File: src/rtl/core/assert_macros.svh
// Assertion macros shared by the core modules.
// Each macro expects clk and rst_n to be visible in the module that uses it.
`ifndef ASSERT_MACROS_SVH
`define ASSERT_MACROS_SVH

// The condition must never be seen at a clock edge outside reset.
`define ASSERT_NEVER(label, cond, msg) \
    label: assert property (@(posedge clk) disable iff (!rst_n) !(cond)) else $error(msg);

// The property must hold at every clock edge outside reset.
`define ASSERT_HOLDS(label, prop, msg) \
    label: assert property (@(posedge clk) disable iff (!rst_n) prop) else $error(msg);

`endif

File: src/rtl/core/clnw_pkg.sv
package clnw_pkg;

    localparam int QUEUE_DEPTH = 4;
    localparam int QUEUE_AW = $clog2(QUEUE_DEPTH);

    localparam logic [2:0] CMD_INIT   = 3'd0;
    localparam logic [2:0] CMD_INSTR  = 3'd1;
    localparam logic [2:0] CMD_CHAR   = 3'd2;
    localparam logic [2:0] CMD_CURSOR = 3'd3;
    localparam logic [2:0] CMD_UDEC   = 3'd4;
    localparam logic [2:0] CMD_SDEC   = 3'd5;
    localparam logic [2:0] CMD_HEX    = 3'd6;

    localparam logic [3:0]  INIT_STEP_LAST = 4'd14;
    localparam logic [14:0] BYTE_WAIT_US   = 15'd50;
    localparam logic [15:0] DIV10_MUL      = 16'hCCCD;
    localparam logic [7:0]  CHAR_MINUS     = 8'h2D;
    localparam logic [7:0]  CHAR_SPACE     = 8'h20;
    localparam logic [7:0]  CURSOR_BASE    = 8'h80;

    typedef struct packed {
        logic       init;
        logic       rs;
        logic [7:0] data;
        logic       last;
    } clnw_entry_t;

    typedef struct packed {
        logic        kind;
        logic        reg_select;
        logic [3:0]  nibble;
        logic [14:0] wait_after_us;
        logic        last;
    } clnw_xfer_t;

    function automatic logic [7:0] hex_char(input logic [3:0] d);
        logic [7:0] c;
        if (d < 4'd10)
        begin
            c = 8'd48 + {4'h0, d};
        end
        else
        begin
            c = 8'd55 + {4'h0, d};
        end
        return c;
    endfunction

    function automatic clnw_xfer_t init_step(input logic [3:0] idx);
        clnw_xfer_t x;
        x.kind          = 1'b0;
        x.reg_select    = 1'b0;
        x.nibble        = 4'h0;
        x.wait_after_us = 15'd0;
        x.last          = 1'b0;
        unique case (idx) inside
            4'd0:
            begin
                x.kind          = 1'b1;
                x.reg_select    = 1'b1;
                x.nibble        = 4'hF;
                x.wait_after_us = 15'd20000;
            end
            4'd1:
            begin
                x.nibble        = 4'h3;
                x.wait_after_us = 15'd15000;
            end
            4'd2, 4'd3:
            begin
                x.nibble        = 4'h3;
                x.wait_after_us = 15'd5000;
            end
            4'd4:
            begin
                x.nibble        = 4'h2;
                x.wait_after_us = 15'd5000;
            end
            4'd5:  x.nibble = 4'h2;
            4'd6:
            begin
                x.nibble        = 4'h8;
                x.wait_after_us = BYTE_WAIT_US + 15'd1000;
            end
            4'd7:  x.nibble = 4'h0;
            4'd8:
            begin
                x.nibble        = 4'hC;
                x.wait_after_us = BYTE_WAIT_US + 15'd1000;
            end
            4'd9:  x.nibble = 4'h0;
            4'd10:
            begin
                x.nibble        = 4'h6;
                x.wait_after_us = BYTE_WAIT_US + 15'd1000;
            end
            4'd11: x.nibble = 4'h0;
            4'd12:
            begin
                x.nibble        = 4'h1;
                x.wait_after_us = BYTE_WAIT_US + 15'd2000;
            end
            4'd13: x.nibble = 4'h8;
            4'd14:
            begin
                x.nibble        = 4'h0;
                x.wait_after_us = BYTE_WAIT_US + 15'd2000;
            end
            default: x.nibble = 4'h0;
        endcase
        return x;
    endfunction

endpackage

File: src/rtl/core/clnw_if.sv
interface clnw_cmd_if;
    logic        valid;
    logic        ready;
    logic [2:0]  cmd;
    logic [15:0] value;
    logic        row;
    logic [5:0]  col;

    modport source (output valid, cmd, value, row, col, input ready);
    modport sink (input valid, cmd, value, row, col, output ready);
endinterface

interface clnw_xfer_if;
    logic        valid;
    logic        ready;
    logic        kind;
    logic        reg_select;
    logic [3:0]  nibble;
    logic [14:0] wait_after_us;
    logic        last;

    modport source (output valid, kind, reg_select, nibble, wait_after_us, last, input ready);
    modport sink (input valid, kind, reg_select, nibble, wait_after_us, last, output ready);
endinterface

File: src/rtl/core/clnw_front.sv
`include "assert_macros.svh"

module clnw_front (
    input  logic                 clk,
    input  logic                 rst_n,
    clnw_cmd_if.sink             cmds,
    output logic                 q_valid,
    input  logic                 q_ready,
    output clnw_pkg::clnw_entry_t q_data
);

    localparam logic [1:0] ST_IDLE = 2'd0;
    localparam logic [1:0] ST_CONV = 2'd1;
    localparam logic [1:0] ST_SIGN = 2'd2;
    localparam logic [1:0] ST_EMIT = 2'd3;
    localparam int SLOTS = 6;

    logic [1:0]  state_reg, state_next;
    logic [2:0]  cnt_reg, cnt_next;
    logic [2:0]  steps_reg, steps_next;
    logic [15:0] val_reg, val_next;
    logic        hex_reg, hex_next;
    logic        sign_reg, sign_next;
    logic        neg_reg, neg_next;
    logic        init_reg, init_next;
    logic        rs_reg, rs_next;
    logic [7:0]  chr_reg [SLOTS];
    logic [7:0]  chr_next [SLOTS];

    logic [31:0] prod;
    logic [12:0] quot;
    logic [15:0] ten_q;
    logic [15:0] diff;
    logic [7:0]  conv_char;
    logic [15:0] conv_val;
    logic [6:0]  cursor_addr;
    logic        take;

    assign prod        = 32'(val_reg) * 32'(clnw_pkg::DIV10_MUL);
    assign quot        = prod[31:19];
    assign ten_q       = {quot, 3'b000} + {2'b00, quot, 1'b0};
    assign diff        = val_reg - ten_q;
    assign conv_char   = hex_reg ? clnw_pkg::hex_char(val_reg[3:0]) : {4'h3, diff[3:0]};
    assign conv_val    = hex_reg ? {4'h0, val_reg[15:4]} : {3'b000, quot};
    assign cursor_addr = {cmds.row, 6'b000000} + {1'b0, cmds.col};

    assign cmds.ready = (state_reg == ST_IDLE) ||
                        ((state_reg == ST_EMIT) && (cnt_reg == 3'd1) && q_ready);
    assign take       = cmds.valid && cmds.ready;

    assign q_valid      = (state_reg == ST_EMIT);
    assign q_data.init  = init_reg;
    assign q_data.rs    = rs_reg;
    assign q_data.data  = chr_reg[0];
    assign q_data.last  = (cnt_reg == 3'd1);

    always_comb
    begin
        state_next = state_reg;
        cnt_next   = cnt_reg;
        steps_next = steps_reg;
        val_next   = val_reg;
        hex_next   = hex_reg;
        sign_next  = sign_reg;
        neg_next   = neg_reg;
        init_next  = init_reg;
        rs_next    = rs_reg;
        for (int i = 0; i < SLOTS; i++)
        begin
            chr_next[i] = chr_reg[i];
        end

        unique case (state_reg)
            ST_IDLE:
            begin
                state_next = ST_IDLE;
            end
            ST_CONV:
            begin
                for (int i = 1; i < SLOTS; i++)
                begin
                    chr_next[i] = chr_reg[i-1];
                end
                chr_next[0] = conv_char;
                cnt_next    = cnt_reg + 3'd1;
                val_next    = conv_val;
                steps_next  = steps_reg - 3'd1;
                if (steps_reg == 3'd1)
                begin
                    state_next = sign_reg ? ST_SIGN : ST_EMIT;
                end
            end
            ST_SIGN:
            begin
                for (int i = 1; i < SLOTS; i++)
                begin
                    chr_next[i] = chr_reg[i-1];
                end
                chr_next[0] = neg_reg ? clnw_pkg::CHAR_MINUS : clnw_pkg::CHAR_SPACE;
                cnt_next    = cnt_reg + 3'd1;
                state_next  = ST_EMIT;
            end
            ST_EMIT:
            begin
                if (q_ready)
                begin
                    for (int i = 0; i < SLOTS - 1; i++)
                    begin
                        chr_next[i] = chr_reg[i+1];
                    end
                    cnt_next = cnt_reg - 3'd1;
                    if (cnt_reg == 3'd1)
                    begin
                        state_next = ST_IDLE;
                    end
                end
            end
            default:
            begin
                state_next = ST_IDLE;
            end
        endcase

        if (take)
        begin
            init_next  = 1'b0;
            rs_next    = 1'b1;
            hex_next   = 1'b0;
            sign_next  = 1'b0;
            neg_next   = cmds.value[15];
            val_next   = cmds.value;
            cnt_next   = 3'd1;
            steps_next = 3'd5;
            unique case (cmds.cmd)
                clnw_pkg::CMD_INIT:
                begin
                    init_next  = 1'b1;
                    rs_next    = 1'b0;
                    state_next = ST_EMIT;
                end
                clnw_pkg::CMD_INSTR:
                begin
                    rs_next     = 1'b0;
                    chr_next[0] = cmds.value[7:0];
                    state_next  = ST_EMIT;
                end
                clnw_pkg::CMD_CHAR:
                begin
                    chr_next[0] = cmds.value[7:0];
                    state_next  = ST_EMIT;
                end
                clnw_pkg::CMD_CURSOR:
                begin
                    rs_next     = 1'b0;
                    chr_next[0] = clnw_pkg::CURSOR_BASE | {1'b0, cursor_addr};
                    state_next  = ST_EMIT;
                end
                clnw_pkg::CMD_UDEC:
                begin
                    cnt_next   = 3'd0;
                    state_next = ST_CONV;
                end
                clnw_pkg::CMD_SDEC:
                begin
                    cnt_next  = 3'd0;
                    sign_next = 1'b1;
                    if (cmds.value[15])
                    begin
                        val_next = 16'd0 - cmds.value;
                    end
                    state_next = ST_CONV;
                end
                clnw_pkg::CMD_HEX:
                begin
                    cnt_next   = 3'd0;
                    hex_next   = 1'b1;
                    steps_next = 3'd4;
                    state_next = ST_CONV;
                end
                default:
                begin
                    state_next = ST_IDLE;
                end
            endcase
        end
    end

    always_ff @(posedge clk or negedge rst_n)
    begin
        if (!rst_n)
        begin
            state_reg <= ST_IDLE;
            cnt_reg   <= 3'd0;
            steps_reg <= 3'd0;
        end
        else
        begin
            state_reg <= state_next;
            cnt_reg   <= cnt_next;
            steps_reg <= steps_next;
        end
    end

    always_ff @(posedge clk)
    begin
        val_reg  <= val_next;
        hex_reg  <= hex_next;
        sign_reg <= sign_next;
        neg_reg  <= neg_next;
        init_reg <= init_next;
        rs_reg   <= rs_next;
        for (int i = 0; i < SLOTS; i++)
        begin
            chr_reg[i] <= chr_next[i];
        end
    end

    `ASSERT_NEVER(a_front_emit_count, (state_reg == ST_EMIT) && ((cnt_reg == 3'd0) || (cnt_reg > 3'd6)), "front emits with no word buffered")

endmodule

File: src/rtl/core/clnw_queue.sv
`include "assert_macros.svh"

module clnw_queue (
    input  logic                  clk,
    input  logic                  rst_n,
    input  logic                  push_valid,
    output logic                  push_ready,
    input  clnw_pkg::clnw_entry_t push_data,
    output logic                  pop_valid,
    input  logic                  pop_ready,
    output clnw_pkg::clnw_entry_t pop_data
);

    localparam int AW = clnw_pkg::QUEUE_AW;
    localparam logic [AW:0] FULL_COUNT = (AW + 1)'(clnw_pkg::QUEUE_DEPTH);

    clnw_pkg::clnw_entry_t mem [clnw_pkg::QUEUE_DEPTH];

    logic [AW-1:0] wr_ptr_reg, rd_ptr_reg;
    logic [AW:0]   count_reg;
    logic          do_push, do_pop;

    assign push_ready = (count_reg != FULL_COUNT);
    assign pop_valid  = (count_reg != '0);
    assign pop_data   = mem[rd_ptr_reg];
    assign do_push    = push_valid && push_ready;
    assign do_pop     = pop_valid && pop_ready;

    always_ff @(posedge clk)
    begin
        if (do_push)
        begin
            mem[wr_ptr_reg] <= push_data;
        end
    end

    always_ff @(posedge clk or negedge rst_n)
    begin
        if (!rst_n)
        begin
            wr_ptr_reg <= '0;
            rd_ptr_reg <= '0;
            count_reg  <= '0;
        end
        else
        begin
            if (do_push)
            begin
                wr_ptr_reg <= wr_ptr_reg + 1'b1;
            end
            if (do_pop)
            begin
                rd_ptr_reg <= rd_ptr_reg + 1'b1;
            end
            if (do_push && !do_pop)
            begin
                count_reg <= count_reg + 1'b1;
            end
            else if (do_pop && !do_push)
            begin
                count_reg <= count_reg - 1'b1;
            end
        end
    end

    `ASSERT_NEVER(a_queue_count, count_reg > FULL_COUNT, "queue fill count beyond its depth")
    `ASSERT_HOLDS(a_queue_ptrs, (count_reg == '0) |-> (wr_ptr_reg == rd_ptr_reg), "empty queue with pointers apart")

endmodule

File: src/rtl/core/clnw_back.sv
`include "assert_macros.svh"

module clnw_back (
    input  logic                  clk,
    input  logic                  rst_n,
    input  logic                  pop_valid,
    output logic                  pop_ready,
    input  clnw_pkg::clnw_entry_t pop_data,
    clnw_xfer_if.source           xfers
);

    logic                  cur_valid_reg;
    clnw_pkg::clnw_entry_t cur_reg;
    logic [3:0]            step_reg;
    logic                  out_valid_reg;
    clnw_pkg::clnw_xfer_t  out_reg;

    clnw_pkg::clnw_xfer_t  res;
    logic                  advance;
    logic                  fire;
    logic                  final_step;

    assign advance    = !out_valid_reg || xfers.ready;
    assign fire       = cur_valid_reg && advance;
    assign final_step = cur_reg.init ? (step_reg == clnw_pkg::INIT_STEP_LAST) : (step_reg == 4'd1);
    assign pop_ready  = !cur_valid_reg || (fire && final_step);

    always_comb
    begin
        if (cur_reg.init)
        begin
            res = clnw_pkg::init_step(step_reg);
        end
        else
        begin
            res.kind          = 1'b0;
            res.reg_select    = cur_reg.rs;
            res.nibble        = step_reg[0] ? cur_reg.data[3:0] : cur_reg.data[7:4];
            res.wait_after_us = step_reg[0] ? clnw_pkg::BYTE_WAIT_US : 15'd0;
            res.last          = 1'b0;
        end
        res.last = final_step && cur_reg.last;
    end

    always_ff @(posedge clk or negedge rst_n)
    begin
        if (!rst_n)
        begin
            cur_valid_reg <= 1'b0;
            out_valid_reg <= 1'b0;
            step_reg      <= 4'd0;
        end
        else
        begin
            if (advance)
            begin
                out_valid_reg <= cur_valid_reg;
            end
            if (pop_ready)
            begin
                cur_valid_reg <= pop_valid;
                step_reg      <= 4'd0;
            end
            else if (fire)
            begin
                step_reg <= step_reg + 4'd1;
            end
        end
    end

    always_ff @(posedge clk)
    begin
        if (fire)
        begin
            out_reg <= res;
        end
        if (pop_ready)
        begin
            cur_reg <= pop_data;
        end
    end

    assign xfers.valid         = out_valid_reg;
    assign xfers.kind          = out_reg.kind;
    assign xfers.reg_select    = out_reg.reg_select;
    assign xfers.nibble        = out_reg.nibble;
    assign xfers.wait_after_us = out_reg.wait_after_us;
    assign xfers.last          = out_reg.last;

    `ASSERT_NEVER(a_back_byte_step, cur_valid_reg && !cur_reg.init && (step_reg > 4'd1), "byte word beyond its second nibble")
    `ASSERT_HOLDS(a_back_last_ends, (fire && res.last) |=> (!cur_valid_reg || (step_reg == 4'd0)), "run did not end after its last transfer")

endmodule

File: src/rtl/core/char_lcd_nibble_write_engine.sv
// A command's first transfer passes through the front end's state register, the queue and
// the back end's word and result registers; decimal, signed decimal and hex are converted first.
// One transfer per cycle at the output while work is queued and xfers.ready is high, paced by
// the back end's single result register; a command has 2 transfers per byte, 15 for power-on.
// Decimal and hex digits are formed one per cycle in the front end, overlapping earlier output.
// Reset (rst_n, asynchronous, active low) empties the queue and all pending work.
module char_lcd_nibble_write_engine (
    input  logic        clk,
    input  logic        rst_n,
    clnw_cmd_if.sink    cmds,
    clnw_xfer_if.source xfers
);

    logic                  push_valid;
    logic                  push_ready;
    clnw_pkg::clnw_entry_t push_data;
    logic                  pop_valid;
    logic                  pop_ready;
    clnw_pkg::clnw_entry_t pop_data;

    clnw_front u_front (
        .clk     (clk),
        .rst_n   (rst_n),
        .cmds    (cmds),
        .q_valid (push_valid),
        .q_ready (push_ready),
        .q_data  (push_data)
    );

    clnw_queue u_queue (
        .clk        (clk),
        .rst_n      (rst_n),
        .push_valid (push_valid),
        .push_ready (push_ready),
        .push_data  (push_data),
        .pop_valid  (pop_valid),
        .pop_ready  (pop_ready),
        .pop_data   (pop_data)
    );

    clnw_back u_back (
        .clk       (clk),
        .rst_n     (rst_n),
        .pop_valid (pop_valid),
        .pop_ready (pop_ready),
        .pop_data  (pop_data),
        .xfers     (xfers)
    );

endmodule

File: src/flat_wrapper.sv
// flat-port wrapper written by rule: the top's interface ports become plain ports
module char_lcd_nibble_write_engine_flat 
  (clk, rst_n, cmds_valid, cmds_cmd, cmds_value, cmds_row, cmds_col, cmds_ready, xfers_valid, xfers_kind, xfers_reg_select, xfers_nibble, xfers_wait_after_us, xfers_last, xfers_ready);
  clnw_cmd_if cmds_i ();
  clnw_xfer_if xfers_i ();
  input  logic clk;
  input  logic rst_n;
  input wire logic [$bits(cmds_i.valid)-1:0] cmds_valid;
  input wire logic [$bits(cmds_i.cmd)-1:0] cmds_cmd;
  input wire logic [$bits(cmds_i.value)-1:0] cmds_value;
  input wire logic [$bits(cmds_i.row)-1:0] cmds_row;
  input wire logic [$bits(cmds_i.col)-1:0] cmds_col;
  output wire logic [$bits(cmds_i.ready)-1:0] cmds_ready;
  output wire logic [$bits(xfers_i.valid)-1:0] xfers_valid;
  output wire logic [$bits(xfers_i.kind)-1:0] xfers_kind;
  output wire logic [$bits(xfers_i.reg_select)-1:0] xfers_reg_select;
  output wire logic [$bits(xfers_i.nibble)-1:0] xfers_nibble;
  output wire logic [$bits(xfers_i.wait_after_us)-1:0] xfers_wait_after_us;
  output wire logic [$bits(xfers_i.last)-1:0] xfers_last;
  input wire logic [$bits(xfers_i.ready)-1:0] xfers_ready;
  assign cmds_i.valid = cmds_valid;
  assign cmds_i.cmd = cmds_cmd;
  assign cmds_i.value = cmds_value;
  assign cmds_i.row = cmds_row;
  assign cmds_i.col = cmds_col;
  assign cmds_ready = cmds_i.ready;
  assign xfers_valid = xfers_i.valid;
  assign xfers_kind = xfers_i.kind;
  assign xfers_reg_select = xfers_i.reg_select;
  assign xfers_nibble = xfers_i.nibble;
  assign xfers_wait_after_us = xfers_i.wait_after_us;
  assign xfers_last = xfers_i.last;
  assign xfers_i.ready = xfers_ready;
  char_lcd_nibble_write_engine u_core (.clk(clk), .rst_n(rst_n), .cmds(cmds_i), .xfers(xfers_i));
endmodule
File: config.mk
export PLATFORM = sky130hd
export DESIGN_NAME = char_lcd_nibble_write_engine_flat
export DESIGN_NICKNAME = d
export VERILOG_FILES = /design/src/rtl/core/clnw_pkg.sv /design/src/rtl/core/clnw_if.sv /design/src/rtl/core/clnw_front.sv /design/src/rtl/core/clnw_queue.sv /design/src/rtl/core/clnw_back.sv /design/src/rtl/core/char_lcd_nibble_write_engine.sv /design/src/flat_wrapper.sv
export VERILOG_INCLUDE_DIRS = /design/src /design/src/rtl/core
export SDC_FILE = /design/constraint.sdc
export NUM_CORES = 1
export LEC_CHECK = 0
export BUFFER_PORTS_ARGS = -buffer_cell sky130_fd_sc_hd__buf_2
export CORE_ASPECT_RATIO = 0.9
export CORE_MARGIN = 3
export CORE_UTILIZATION = 45
export DETAILED_ROUTE_END_ITERATION = 6
export PLACE_DENSITY = 0.66
export SLEW_MARGIN = 20
export SYNTH_ARGS = -nofsm -noshare
export SYNTH_HDL_FRONTEND = slang
export SYNTH_SLANG_ARGS = --single-unit
File: constraint.sdc
create_clock -name clk -period 7 [get_ports clk]
set_input_delay 0.35 -clock clk [delete_from_list [all_inputs] [get_ports clk]]
set_output_delay 0.35 -clock clk [all_outputs]
set_load 0.01 [all_outputs]
==> impl_metrics.ini <==
[yosys]
syn_avg_cell_area_sq_um = 10.9
netlist.area_leader.share_pct = 32.6
ys_types = 63
ys.flop_type = edfxtp_1
async_flop_share_pct = 12.9
synth-edff-count = 134
synth_area_sq_um = 12400
ys_warn_count = 0
synth_seq_cells = 163
yosys.area.top_type = edfxtp_1
synthTopCellsByArea = edfxtp_1, ha_1, fa_1
seq_area_frac_synth_pct = 38.1
synth_cells = 1135

[global_route]
grtUsageMet1_pct = 28.7
grt_pass1_wl_um = 44400
overflow = 0
antenna_found_initial = 0
grt_max_degree = 44
use_met3_pct = 4.28
grt_use_met2_pct = 28.1
track_usage_pct = 19.0
top_usage_layer = met1
grt_pass1_vias = 8327

[floorplan]
initial_core_util_pct = 46.5
die_area_sq_um = 29500
num_rows = 56
core_region_area_sq_um = 26600
ios = 54
die_w_um = 181
die_h_um = 163

[critical_path]
crit_type = register to register
r2r-start = u_core.u_front.val_reg[6]
arrival_ps = 6890
cpMostUsedCell = fa_1
rrSetupSlack_ps = 420
crit_fanout = 6
timing.rr.end = u_core.u_front.chr_reg[0][3]
critical_path.cell_chain = ha_1 -> inv_1 -> fa_1 -> inv_1 -> fa_1 -> fa_1 -> fa_1 -> inv_1 -> fa_1 -> inv_1 -> ha_1 -> nand4_1 -> nor2_2 -> o311ai_4 -> a31oi_1 -> nor2_1 -> xnor2_1 -> ha_1 -> xnor2_1 -> a21oi_1 -> a211oi_1 -> xor2_1 -> a21o_1
worstPathRequired_ps = 7310
slowest_delay_ps = 570
crit_slowest_cell = edfxtp_1
r2r_cells = 23
startpoint_type = register
cp-end-kind = register

[drt]
ant_nets = 0
wl_per_cell_um = 17.6
drt_iter0_drc = 677
num_vias = 8217
post-route-drc-count = 0
drt_pass1_iterations = 5
viasPerCell = 5.36
drt_wl_total_um = 26900

[timing]
setup_viol_count_final = 0
rsz0062_at_grt = false
setup_slack_ps = 425
slew_violations = 0
max_freq_ghz = 0.152
fin_crit_sh_pct = 93.9
post-route-min-period_ps = 6580
slew_headroom_pct = 28.6
hold_viol = 0
skew_ps = 15.4
tns_ps = 0
tightest_slew_ps = 1070

[worst_hold_path]
worstHoldEndpoint = u_core.u_front.neg_reg
holdCritStartpoint = cmds_value[15]
hold_path.class = primary input to register
whs_path_depth = 1

[placed_design]
portBuffers = 50
dp_hpwl_um = 20900
routabilityCongestion = 0.918
dp_slack_ps = 529
dpl_cell_area_sq_um = 12900

[clocking]
numCtsBuffers = 17
cts.repair.resized = 0
clock_path_buffers = 2
clk_latency_ps = 430
cts_tree = done
clock_sinks = 163
cts_root_buffer = clkbuf_16
cts.reportedPaths.clkPinSlew_ps = 80
htree_num_levels = 4

[cells_and_area]
layout-drive-gt1-share_pct = 9.70
fillers = 2380
area.growth.synth_to_final_pct = 9.56
most-common-layout-cells = inv_1, ha_1, edfxtp_1
layout_commonest_cell = inv_1
final_cell_area_sq_um = 13500
fin_nets = 1440
largest_reg_flops = 48
diodes = 0

[flow_run]
drv_cap = 0

[run_status]
status = finished, final reports clean
## metrics by stage
stage | utilization (%) | instances | hold slack (ps)
floorplan | - | 1137 | 54.4
global placement | 48.7 | 1501 | 348
detailed placement | 48.7 | 1501 | 348
CTS | 51.0 | 1534 | 140
global route | 51.0 | 1534 | 131
finish | 51.0 | 1534 | 141
## layer usage
| layer | wire length (um) | part of all wire [%] | vias to the layer above |
|---|---|---|---|
| li1 | - | - | 3957 |
| met1 | 13300 | 50 | 4004 |
| met2 | 11600 | 43 | 236 |
| met3 | 1770 | 6.6 | 20 |
| met4 | 260 | 0.97 | 0 |
| met5 | 0 | 0 | - |
## how the worst max path moves through the flow
stage | start | to | cells past startpoint
after detailed placement | u_core.u_front.val_reg[7] | u_core.u_front.chr_reg[0][3] | 23
after global routing | u_core.u_front.val_reg[7] | u_core.u_front.chr_reg[0][3] | 23
after global placement | u_core.u_front.val_reg[7] | u_core.u_front.chr_reg[0][3] | 23
after CTS | u_core.u_front.val_reg[7] | u_core.u_front.chr_reg[0][3] | 23
after floorplan | u_core.u_front.val_reg[2] | u_core.u_front.chr_reg[0][3] | 23
final | u_core.u_front.val_reg[6] | u_core.u_front.chr_reg[0][3] | 23
## final cells by class
type	count	area [sq um]	share of cell area, %
Tap cell	348	435	3.22
Inverter	200	751	5.55
Timing Repair Buffer	58	313	2.31
Clock inverter	13	165	1.22
Sequential cell	163	4710	34.8
Clock buffer	19	433	3.20
Multi-Input combinational cell	733	6730	49.7
## synth_stat cells, drive strengths merged (4+ instances only)
cell type	n
xor2	21
nand2	58
fa	81
edfxtp	134
and2	6
inv	200
buf	13
clkbuf	28
o211ai	9
dfxtp	8
nor2b	10
and3	12
nor2	82
o21ai	40
xnor2	26
or2	6
mux2i	14
nand2b	12
mux4	11
a211oi	6
a21o	4
mux2	4
a21oi	51
dfrtp	21
nor3	15
a31oi	12
nand3	12
ha	156
a22oi	40
## logic make-up (layout without fill, tap and decap cells)
logic type      count (synthesis)  after routing  synth area share [%]
buf+inv                       241            290                  7.47
fa+ha+maj                     237            237                  28.9
compound gates                187            187                  9.90
flops                         163            163                  38.1
other cells                     1              3                0.0303
simple gates                  230            230                  8.73
xor+xnor                       47             47                  3.33
mux                            29             29                  3.50
## critical path, delay by kind of cell, from the launching register on
family	cells	cell delay [ps]
adder cells (fa/ha/maj)	8	3550
AO/OA/AOI/OAI	5	970
XOR/XNOR	3	600
flip-flops	1	570
AND/OR/NAND/NOR	3	510
buffers and inverters	4	250
## repair_timing
item / 4_1_cts / 5_1_grt
hold endpoints to repair: 21 / 0
hold buffers: 1 / 0
buffers inserted: 0 / 0
Power is not shown: default switching activity piles up to over one toggle a cycle in this logic, so the estimate is an artifact.
